### src/hw/rtl/sbfd_pkg.sv
// Shared constants, types and helpers of the serial-bus frame decoder.
// No dependencies; imported by every module of the block.
package sbfd_pkg;

  localparam int unsigned FRAME_BYTES       = 25;
  localparam int unsigned NUM_CHANNELS_DEF  = 18;
  localparam int unsigned ANALOG_CHANNELS   = 16;
  localparam int unsigned RAW_W             = 11;
  localparam int unsigned CHAN_IDX_W        = 5;
  localparam int unsigned VALUE_W           = 16;
  localparam int unsigned LIMIT_W           = 12;
  localparam int unsigned CHAN_BITS_W       = ANALOG_CHANNELS * RAW_W;
  localparam int unsigned FLAG_W            = 4;
  localparam int unsigned IN_DATA_W         = 8;
  localparam int unsigned OUT_DATA_W        = 40;

  localparam logic [LIMIT_W-1:0] BURST_LIMIT_RESET = 12'd50;
  localparam logic [LIMIT_W-1:0] MATCH_COUNT_MIN   = LIMIT_W'(FRAME_BYTES);
  localparam logic [LIMIT_W-1:0] STALL_COUNT_MIN   = LIMIT_W'(FRAME_BYTES - 1);

  localparam logic [7:0] HEADER_BYTE = 8'h0F;
  localparam logic [7:0] FOOTER_A    = 8'h00;
  localparam logic [7:0] FOOTER_B    = 8'h04;
  localparam logic [7:0] FOOTER_C    = 8'h14;
  localparam logic [7:0] FOOTER_D    = 8'h24;
  localparam logic [7:0] FOOTER_E    = 8'h34;

  localparam logic [RAW_W:0]     NORM_OFFSET = 12'd172;
  localparam int unsigned        NORM_X_W    = 25;
  localparam int unsigned        NORM_SHIFT  = 36;
  localparam int unsigned        NORM_K_W    = 26;
  localparam logic [NORM_X_W-1:0] NORM_ROUND = 25'd819;
  localparam logic [NORM_K_W-1:0] NORM_RECIP =
    NORM_K_W'(((64'd1 << NORM_SHIFT) + 64'd1638) / 64'd1639);
  localparam logic [VALUE_W-1:0] DIGITAL_ONE = 16'd16384;

  typedef struct packed {
    logic                   load;
    logic [CHAN_BITS_W-1:0] chan_bits;
    logic [FLAG_W-1:0]      flags;
  } frame_t;

  typedef struct packed {
    logic busy;
  } emit_status_t;

  function automatic logic footer_ok(input logic [7:0] b);
    logic ok;
    case (b) inside
      FOOTER_A, FOOTER_B, FOOTER_C, FOOTER_D, FOOTER_E: ok = 1'b1;
      default: ok = 1'b0;
    endcase
    return ok;
  endfunction

endpackage

### src/hw/rtl/sbus_frame_decoder_top.sv
// Top level of the serial-bus frame decoder: frame finder and channel unpacker.
// Depends on sbfd_pkg, sbfd_frame_finder and sbfd_channel_unpack.
//
// Usage:
//   Slave stream carries one received byte per transfer in s_axis_tdata; a
//   high s_axis_tuser marks the first byte of a new burst. Once a 25-byte
//   window with a valid header and footer is seen within a burst, the frame
//   is captured and the rest of the burst is dropped.
//   Master stream emits one transfer per channel: analog channels 0..15,
//   then the digital channels, with m_axis_tlast on the final one.
//   cfg_we_i writes the burst limit; write only while the block is idle.
//   Throughput: one byte per cycle while s_axis_tready is high. A frame drains
//   at one channel per cycle unless the receiver stalls; the match loads the
//   frame registers, which feed the output register, where results hold on a
//   stall while bytes keep flowing; s_axis_tready drops only when a further
//   match could occur before the unpacker has released the previous frame.
//   Reset clears the window to zeros, the burst count and the match flag,
//   and loads a burst limit of 50; the block then acts as at a burst start.
module sbus_frame_decoder_top #(
  parameter int unsigned NUM_CHANNELS = sbfd_pkg::NUM_CHANNELS_DEF
) (
  input  logic                            clk_i,
  input  logic                            rst_ni,
  input  logic                            cfg_we_i,
  input  logic [sbfd_pkg::LIMIT_W-1:0]    cfg_wdata_i,
  input  logic                            s_axis_tvalid,
  output logic                            s_axis_tready,
  // [7:0] data_byte
  input  logic [sbfd_pkg::IN_DATA_W-1:0]  s_axis_tdata,
  // [0] burst_start
  input  logic                            s_axis_tuser,
  output logic                            m_axis_tvalid,
  input  logic                            m_axis_tready,
  // [4:0] channel_index, [15:5] raw_value, [31:16] channel_value,
  // [32] frame_lost, [33] failsafe, [34] signal_ok, [39:35] zero
  output logic [sbfd_pkg::OUT_DATA_W-1:0] m_axis_tdata,
  output logic                            m_axis_tlast
);
  import sbfd_pkg::*;

  frame_t       frame;
  emit_status_t emit;

  sbfd_frame_finder u_finder (
    .clk_i       (clk_i),
    .rst_ni      (rst_ni),
    .cfg_we_i    (cfg_we_i),
    .cfg_wdata_i (cfg_wdata_i),
    .in_valid_i  (s_axis_tvalid),
    .in_ready_o  (s_axis_tready),
    .in_byte_i   (s_axis_tdata),
    .in_start_i  (s_axis_tuser),
    .emit_i      (emit),
    .frame_o     (frame)
  );

  sbfd_channel_unpack #(
    .NUM_CHANNELS (NUM_CHANNELS)
  ) u_unpack (
    .clk_i       (clk_i),
    .rst_ni      (rst_ni),
    .frame_i     (frame),
    .emit_o      (emit),
    .out_valid_o (m_axis_tvalid),
    .out_ready_i (m_axis_tready),
    .out_data_o  (m_axis_tdata),
    .out_last_o  (m_axis_tlast)
  );

endmodule

### src/hw/rtl/sbfd_frame_finder.sv
// Byte window, burst counting and frame match; presents a matched frame for capture.
// Depends on sbfd_pkg.
module sbfd_frame_finder (
  input  logic                            clk_i,
  input  logic                            rst_ni,
  input  logic                            cfg_we_i,
  input  logic [sbfd_pkg::LIMIT_W-1:0]    cfg_wdata_i,
  input  logic                            in_valid_i,
  output logic                            in_ready_o,
  input  logic [sbfd_pkg::IN_DATA_W-1:0]  in_byte_i,
  input  logic                            in_start_i,
  input  sbfd_pkg::emit_status_t          emit_i,
  output sbfd_pkg::frame_t                frame_o
);
  import sbfd_pkg::*;

  logic [7:0]         window_q [FRAME_BYTES-1];
  logic [LIMIT_W-1:0] count_q, count_d, count_eff;
  logic [LIMIT_W-1:0] limit_q;
  logic               found_q, found_d, found_eff;
  logic               accept, ignore, match;

  assign in_ready_o = !(emit_i.busy && !found_q && (count_q >= STALL_COUNT_MIN));
  assign accept     = in_valid_i && in_ready_o;

  always_comb begin
    count_eff = in_start_i ? '0 : count_q;
    found_eff = in_start_i ? 1'b0 : found_q;
    ignore    = found_eff || (count_eff >= limit_q);
    count_d   = ignore ? count_eff : count_eff + 1'b1;
    match     = !ignore && (count_d >= MATCH_COUNT_MIN) &&
                (window_q[0] == HEADER_BYTE) && footer_ok(in_byte_i);
    found_d   = found_eff || match;
  end

  always_comb begin
    frame_o.load  = accept && match;
    frame_o.flags = window_q[FRAME_BYTES-2][FLAG_W-1:0];
    for (int k = 0; k < CHAN_BITS_W / 8; k++) begin
      frame_o.chan_bits[k*8 +: 8] = window_q[k+1];
    end
  end

  always_ff @(posedge clk_i or negedge rst_ni) begin
    if (!rst_ni) begin
      count_q <= '0;
      found_q <= 1'b0;
      limit_q <= BURST_LIMIT_RESET;
    end else begin
      if (cfg_we_i) begin
        limit_q <= cfg_wdata_i;
      end
      if (accept) begin
        count_q <= count_d;
        found_q <= found_d;
      end
    end
  end

  always_ff @(posedge clk_i or negedge rst_ni) begin
    if (!rst_ni) begin
      for (int k = 0; k < FRAME_BYTES - 1; k++) begin
        window_q[k] <= '0;
      end
    end else if (accept && !ignore) begin
      for (int k = 0; k < FRAME_BYTES - 2; k++) begin
        window_q[k] <= window_q[k+1];
      end
      window_q[FRAME_BYTES-2] <= in_byte_i;
    end
  end

  a_load_when_free: assert property (@(posedge clk_i) disable iff (!rst_ni)
    frame_o.load |-> !emit_i.busy)
    else $error("frame captured while previous frame still unpacking");

  a_found_after_load: assert property (@(posedge clk_i) disable iff (!rst_ni)
    frame_o.load |=> found_q)
    else $error("match not recorded after frame capture");

endmodule

### src/hw/rtl/sbfd_channel_unpack.sv
// Holds a captured frame and emits one normalised channel per transfer.
// Depends on sbfd_pkg.
module sbfd_channel_unpack #(
  parameter int unsigned NUM_CHANNELS = sbfd_pkg::NUM_CHANNELS_DEF
) (
  input  logic                             clk_i,
  input  logic                             rst_ni,
  input  sbfd_pkg::frame_t                 frame_i,
  output sbfd_pkg::emit_status_t           emit_o,
  output logic                             out_valid_o,
  input  logic                             out_ready_i,
  output logic [sbfd_pkg::OUT_DATA_W-1:0]  out_data_o,
  output logic                             out_last_o
);
  import sbfd_pkg::*;

  localparam logic [CHAN_IDX_W-1:0] LAST_CH = CHAN_IDX_W'(NUM_CHANNELS - 1);
  localparam logic [CHAN_IDX_W-1:0] DIG_CH0 = CHAN_IDX_W'(ANALOG_CHANNELS);

  logic [CHAN_BITS_W-1:0] bits_q;
  logic [FLAG_W-1:0]      flags_q;
  logic                   busy_q;
  logic [CHAN_IDX_W-1:0]  ch_q;
  logic                   advance;

  logic [RAW_W-1:0]       raw;
  logic [RAW_W:0]         diff;
  logic                   neg;
  logic [RAW_W-1:0]       mag;
  logic [NORM_X_W-1:0]    x;
  logic [NORM_X_W+NORM_K_W-1:0] prod;
  logic [VALUE_W-1:0]     quot, value;
  logic                   lost, fs, ok;

  logic                   valid_q;
  logic [CHAN_IDX_W-1:0]  idx_q;
  logic [RAW_W-1:0]       raw_q;
  logic [VALUE_W-1:0]     value_q;
  logic                   lost_q, fs_q, ok_q, last_q;

  assign advance     = busy_q && (!valid_q || out_ready_i);
  assign emit_o.busy = busy_q;

  always_comb begin
    diff = {1'b0, bits_q[ch_q[3:0]*RAW_W +: RAW_W]} - NORM_OFFSET;
    neg  = diff[RAW_W];
    mag  = neg ? RAW_W'(-diff) : diff[RAW_W-1:0];
    x    = {mag, 14'b0} + NORM_ROUND;
    prod = x * NORM_RECIP;
    quot = {1'b0, prod[NORM_SHIFT +: VALUE_W-1]};
    if (ch_q >= DIG_CH0) begin
      raw   = {{(RAW_W-1){1'b0}}, flags_q[ch_q[0]]};
      value = flags_q[ch_q[0]] ? '0 : DIGITAL_ONE;
    end else begin
      raw   = bits_q[ch_q[3:0]*RAW_W +: RAW_W];
      value = neg ? -quot : quot;
    end
    lost = flags_q[2];
    fs   = flags_q[3];
    ok   = !(lost || fs);
  end

  always_ff @(posedge clk_i) begin
    if (frame_i.load) begin
      bits_q  <= frame_i.chan_bits;
      flags_q <= frame_i.flags;
    end
  end

  always_ff @(posedge clk_i or negedge rst_ni) begin
    if (!rst_ni) begin
      busy_q <= 1'b0;
      ch_q   <= '0;
    end else if (frame_i.load) begin
      busy_q <= 1'b1;
      ch_q   <= '0;
    end else if (advance) begin
      if (ch_q == LAST_CH) begin
        busy_q <= 1'b0;
      end else begin
        ch_q <= ch_q + 1'b1;
      end
    end
  end

  always_ff @(posedge clk_i or negedge rst_ni) begin
    if (!rst_ni) begin
      valid_q <= 1'b0;
    end else if (advance) begin
      valid_q <= 1'b1;
    end else if (out_ready_i) begin
      valid_q <= 1'b0;
    end
  end

  always_ff @(posedge clk_i) begin
    if (advance) begin
      idx_q   <= ch_q;
      raw_q   <= raw;
      value_q <= value;
      lost_q  <= lost;
      fs_q    <= fs;
      ok_q    <= ok;
      last_q  <= (ch_q == LAST_CH);
    end
  end

  assign out_valid_o = valid_q;
  assign out_last_o  = last_q;
  assign out_data_o  = {5'b0, ok_q, fs_q, lost_q, value_q, raw_q, idx_q};

  a_busy_ends: assert property (@(posedge clk_i) disable iff (!rst_ni)
    (advance && ch_q == LAST_CH) |=> !busy_q)
    else $error("unpacker still busy after final channel");

  a_index_range: assert property (@(posedge clk_i) disable iff (!rst_ni)
    valid_q |-> (idx_q <= LAST_CH) && (last_q == (idx_q == LAST_CH)))
    else $error("channel index or last flag out of step");

endmodule

### config.mk
export PLATFORM = sky130hd
export DESIGN_NAME = sbus_frame_decoder_top
export DESIGN_NICKNAME = d
export VERILOG_FILES = /design/src/hw/rtl/sbfd_pkg.sv /design/src/hw/rtl/sbus_frame_decoder_top.sv /design/src/hw/rtl/sbfd_frame_finder.sv /design/src/hw/rtl/sbfd_channel_unpack.sv
export SDC_FILE = /design/constraint.sdc
export NUM_CORES = 1
export LEC_CHECK = 0
export ABC_CLOCK_PERIOD_IN_PS = 11800
export BUFFER_PORTS_ARGS = -buffer_cell sky130_fd_sc_hd__buf_2
export CAP_MARGIN = 20
export CORE_ASPECT_RATIO = 0.5
export CORE_MARGIN = 8
export CORE_UTILIZATION = 39
export CTS_BUF_LIST = sky130_fd_sc_hd__clkbuf_4 sky130_fd_sc_hd__clkbuf_8
export CTS_CLUSTER_SIZE = 25
export DETAILED_ROUTE_END_ITERATION = 8
export GPL_TIMING_DRIVEN = 0
export PLACE_DENSITY = 0.6
export SKIP_LAST_GASP = 1
export SYNTH_ARGS = -nofsm -noshare
export SYNTH_HDL_FRONTEND = slang
export SYNTH_SLANG_ARGS = --single-unit
export TNS_END_PERCENT = 50
### constraint.sdc
create_clock -name clk_i -period 11.8 [get_ports clk_i]
set_input_delay 0.59 -clock clk_i [delete_from_list [all_inputs] [get_ports clk_i]]
set_output_delay 0.59 -clock clk_i [all_outputs]
set_load 0.005 [all_outputs]
==> impl_metrics.env <==
export IMPL_status="complete, no violations"
export IMPL_path_max_fanout=10
export IMPL_r2r_start="u_unpack.ch_q[1]"
export IMPL_synth_area_top_cells="edfxtp_1, dfrtp_1, mux2_2"
export IMPL_cts_sinks=440
export IMPL_ys_seq_area_share_pct=51.8
export IMPL_die_w_um=362
export IMPL_avgSynthCellArea_um2=13.4
export IMPL_diodes=0
export IMPL_critPathMaxStageDelay_ns=0.60
export IMPL_setup_viol=0
export IMPL_ff2ff_path_depth=34
export IMPL_ctsHtreeMaxLevel=3
export IMPL_antenna_found_initial=0
export IMPL_syn2layout_area_growth_pct=13.1
export IMPL_wl_um=52600
export IMPL_route_met2_wl_um=25400
export IMPL_drt_initial_drc_count=927
export IMPL_ys_async_sr_fraction_pct=50.9
export IMPL_period_share_pct=93.5
export IMPL_cp_start_kind="flip-flop"
export IMPL_drive_above_1_share_pct=24.9
export IMPL_drv_cap=0
export IMPL_critPathTopFamily="adder cells"
export IMPL_synth_xor_area_share_pct=1.83
export IMPL_netlist_area_mm2=0.0233
export IMPL_drc=0
export IMPL_start_util_pct=39.4
export IMPL_worst_pin_slew_ns=0.965
export IMPL_yosys_area_top_type_share_pct=27.8
export IMPL_period_needed_ns=11.04
export IMPL_synthSimpleGateAreaFrac_pct=6.07
export IMPL_yosysMostFrequentCell="dfrtp_1"
export IMPL_hp_class="input pin to flip-flop"
export IMPL_clk_latency_ns=0.63
export IMPL_grt_pass1_vias=14508
export IMPL_routed_top_layer="met4"
export IMPL_cts_root_buf="clkbuf_8"
export IMPL_whs_path_depth=3
export IMPL_die_area_mm2=0.0684
export IMPL_vias=14107
export IMPL_fmax_ghz=0.0906
export IMPL_rows=63
export IMPL_netlist_top_cell_by_area="edfxtp_1"
export IMPL_post_dp_hpwl_um=38800
export IMPL_cp_required_ns=12.13
export IMPL_vdd_drop_max_uv=72.3
export IMPL_nFillCells=5373
export IMPL_path_depth=34
export IMPL_die_y_um=189
export IMPL_cp_end_kind="flip-flop"
export IMPL_critical_path_slowest_cell="a2111oi_1"
export IMPL_rsz0062_at_grt="no"
export IMPL_overflow=0
export IMPL_hold_path_startpoint="cfg_wdata_i[10]"
export IMPL_ios=69
export IMPL_place_area_mm2=0.0249
export IMPL_finalMaxSlewViolations=0
export IMPL_muxShareOfSynthArea_pct=14.9
export IMPL_portBuffers=63
export IMPL_cp_arrival_ns=11.37
export IMPL_synth_enable_flop_cells=216
export IMPL_synth_fa_ha_area_share_pct=14.4
export IMPL_ant_nets=0
export IMPL_dr_wl_met3_um=1960
export IMPL_utilization_pct=44.6
export IMPL_core_area_mm2=0.0592
export IMPL_power_density_mw_per_mm2=148
export IMPL_synth_compound_area_share_pct=6.77
export IMPL_max_slew_margin_rel_pct=35.2
export IMPL_synth_cells=1747
export IMPL_numCtsBuffers=69
export IMPL_tritoncts="built"
export IMPL_worstSetupPathType="flip-flop to flip-flop"
export IMPL_yosysWarnings=0
export IMPL_grt_pass1_wl_um=83800
export IMPL_avgRoutedWirePerCell_um=19.0
export IMPL_layout_cells_non_filler=2765
export IMPL_nets=2149
export IMPL_dp_cells=2635
export IMPL_ys_types=83
export IMPL_synth_ff_type="dfrtp_1"
export IMPL_drt_pass1_iter_count=5
export IMPL_ys_seq_elements=440
export IMPL_hold_viol_final=0
export IMPL_synth_top_family_by_area="multiplexers"
export IMPL_ys_top_cells_by_count="dfrtp_1, edfxtp_1, mux2_2"
export IMPL_avgViaCountPerCell=5.10
export IMPL_clock_path_buffers=3
export IMPL_crit_start="u_unpack.ch_q[1]"
export IMPL_gp_congestion=0.875
export IMPL_finalSetupTns_ns=0
export IMPL_stdcell_area_mm2=0.0264
export IMPL_track_usage_pct=15.4
export IMPL_fin_skew_ns=0.0335
export IMPL_crit_buf_inv=8
export IMPL_drt_met1_wl_um=24400
export IMPL_leakage_uw=0.0109
export IMPL_grt_max_degree=106
export IMPL_clk_pin_slew_worst_paths_ns=0.07
worst reg2reg max path, delay by kind of cell, from the launching register on:
family | cells | cell delay, ns
AO/OA/AOI/OAI | 6 | 2.02
XOR/XNOR | 2 | 0.89
adder cells (fa/ha/maj) | 8 | 3.31
buffers and inverters | 8 | 1.92
flip-flops | 1 | 0.40
multiplexers | 1 | 0.43
AND/OR/NAND/NOR | 9 | 1.80
metrics by stage:
step | total power [µW] | hold slack, ns | worst slack [ns]
6_report | 3900 | 0.179 | 0.764
3_3_place_gp | 2580 | 0.437 | -0.779
3_5_place_dp | 2610 | 0.436 | -0.352
4_1_cts | 3950 | 0.145 | 0.162
5_1_grt | 4090 | 0.177 | 0.120
2_1_floorplan | 2420 | 0.294 | 2.34
cell families (layout without fill, tap and decap cells):
family          count (synthesis)  in the layout
buf+inv                       246            448
other cells                     1              5
compound gates                238            238
flops                         440            440
fa+ha+maj                     229            229
mux                           263            263
simple gates                  283            283
xor+xnor                       47             47
worst paths after layout:
check | end | slack (ns)
worst min register to register | u_unpack.fs_q | 0.45
max in group asynchronous | u_finder.limit_q[0] | 10.10
min in group asynchronous | u_finder.frame_o[95] | 0.40
worst max-delay path | u_unpack.value_q[12] | 0.76
worst max register to register | u_unpack.value_q[12] | 0.76
worst min-delay path | u_finder.limit_q[10] | 0.18
where the power goes:
part	leakage (µW)	total [µW]	internal (µW)	switching, µW
Clock	0.000771	1330	730	602
Combinational	0.00547	357	236	121
Sequential	0.00467	2220	1970	242
Total	0.0109	3900	2940	965
area by class of cell:
class,instances,area (µm²),area share (%)
tap,812,1020,3.85
sequential,440,12100,45.8
multi-input combinational,1065,10300,39.0
inverter,173,649,2.46
clock buffer,110,1350,5.10
timing repair buffer,74,524,1.99
buffer,73,347,1.31
clock inverter,18,111,0.422
sequential cells by signal, summed over array words and instances, names as in the netlist, 4 cells and up:
signal	cells
u_unpack.value_q	16
u_finder.limit_q	12
u_finder.count_q	12
u_finder.frame_o	180
u_unpack.flags_q	4
u_unpack.raw_q	11
u_unpack.ch_q	5
u_unpack.bits_q	176
u_finder.window_q	12
u_unpack.idx_q	5
metal layers:
metal  vias up  track usage [%]
met2       259             25.6
met4         0             3.34
met3        69             2.59
met5         -                0
li1       6647                -
met1      7132             21.3
layout by cell type, fill, tap and decap left out, types with 10 or more instances in the layout:
master / n
nor2_1: 56
xnor2_1: 36
ha_1: 162
edfxtp_1: 216
fa_1: 65
nand3_1: 17
a21o_1: 10
buf_2: 68
dfrtp_1: 221
mux2i_1: 19
a21oi_1: 56
mux4_2: 47
clkbuf_4: 27
nand2_1: 94
buf_4: 12
clkbuf_1: 49
a211oi_1: 10
mux2_2: 196
inv_1: 171
nand4_1: 14
nor2b_1: 14
nor3_1: 18
and2_1: 10
clkbuf_8: 83
o211ai_1: 14
o21ai_0: 60
what timing repair did:
action,4_1_cts,5_1_grt
endpoints found under the hold margin,27,0
hold buffers,1,0
buffers inserted,1,0
gates cloned,0,0
setup endpoints to repair,6,6
gates resized for setup,2,11
Note: power is estimated with default switching activity, not from simulation.
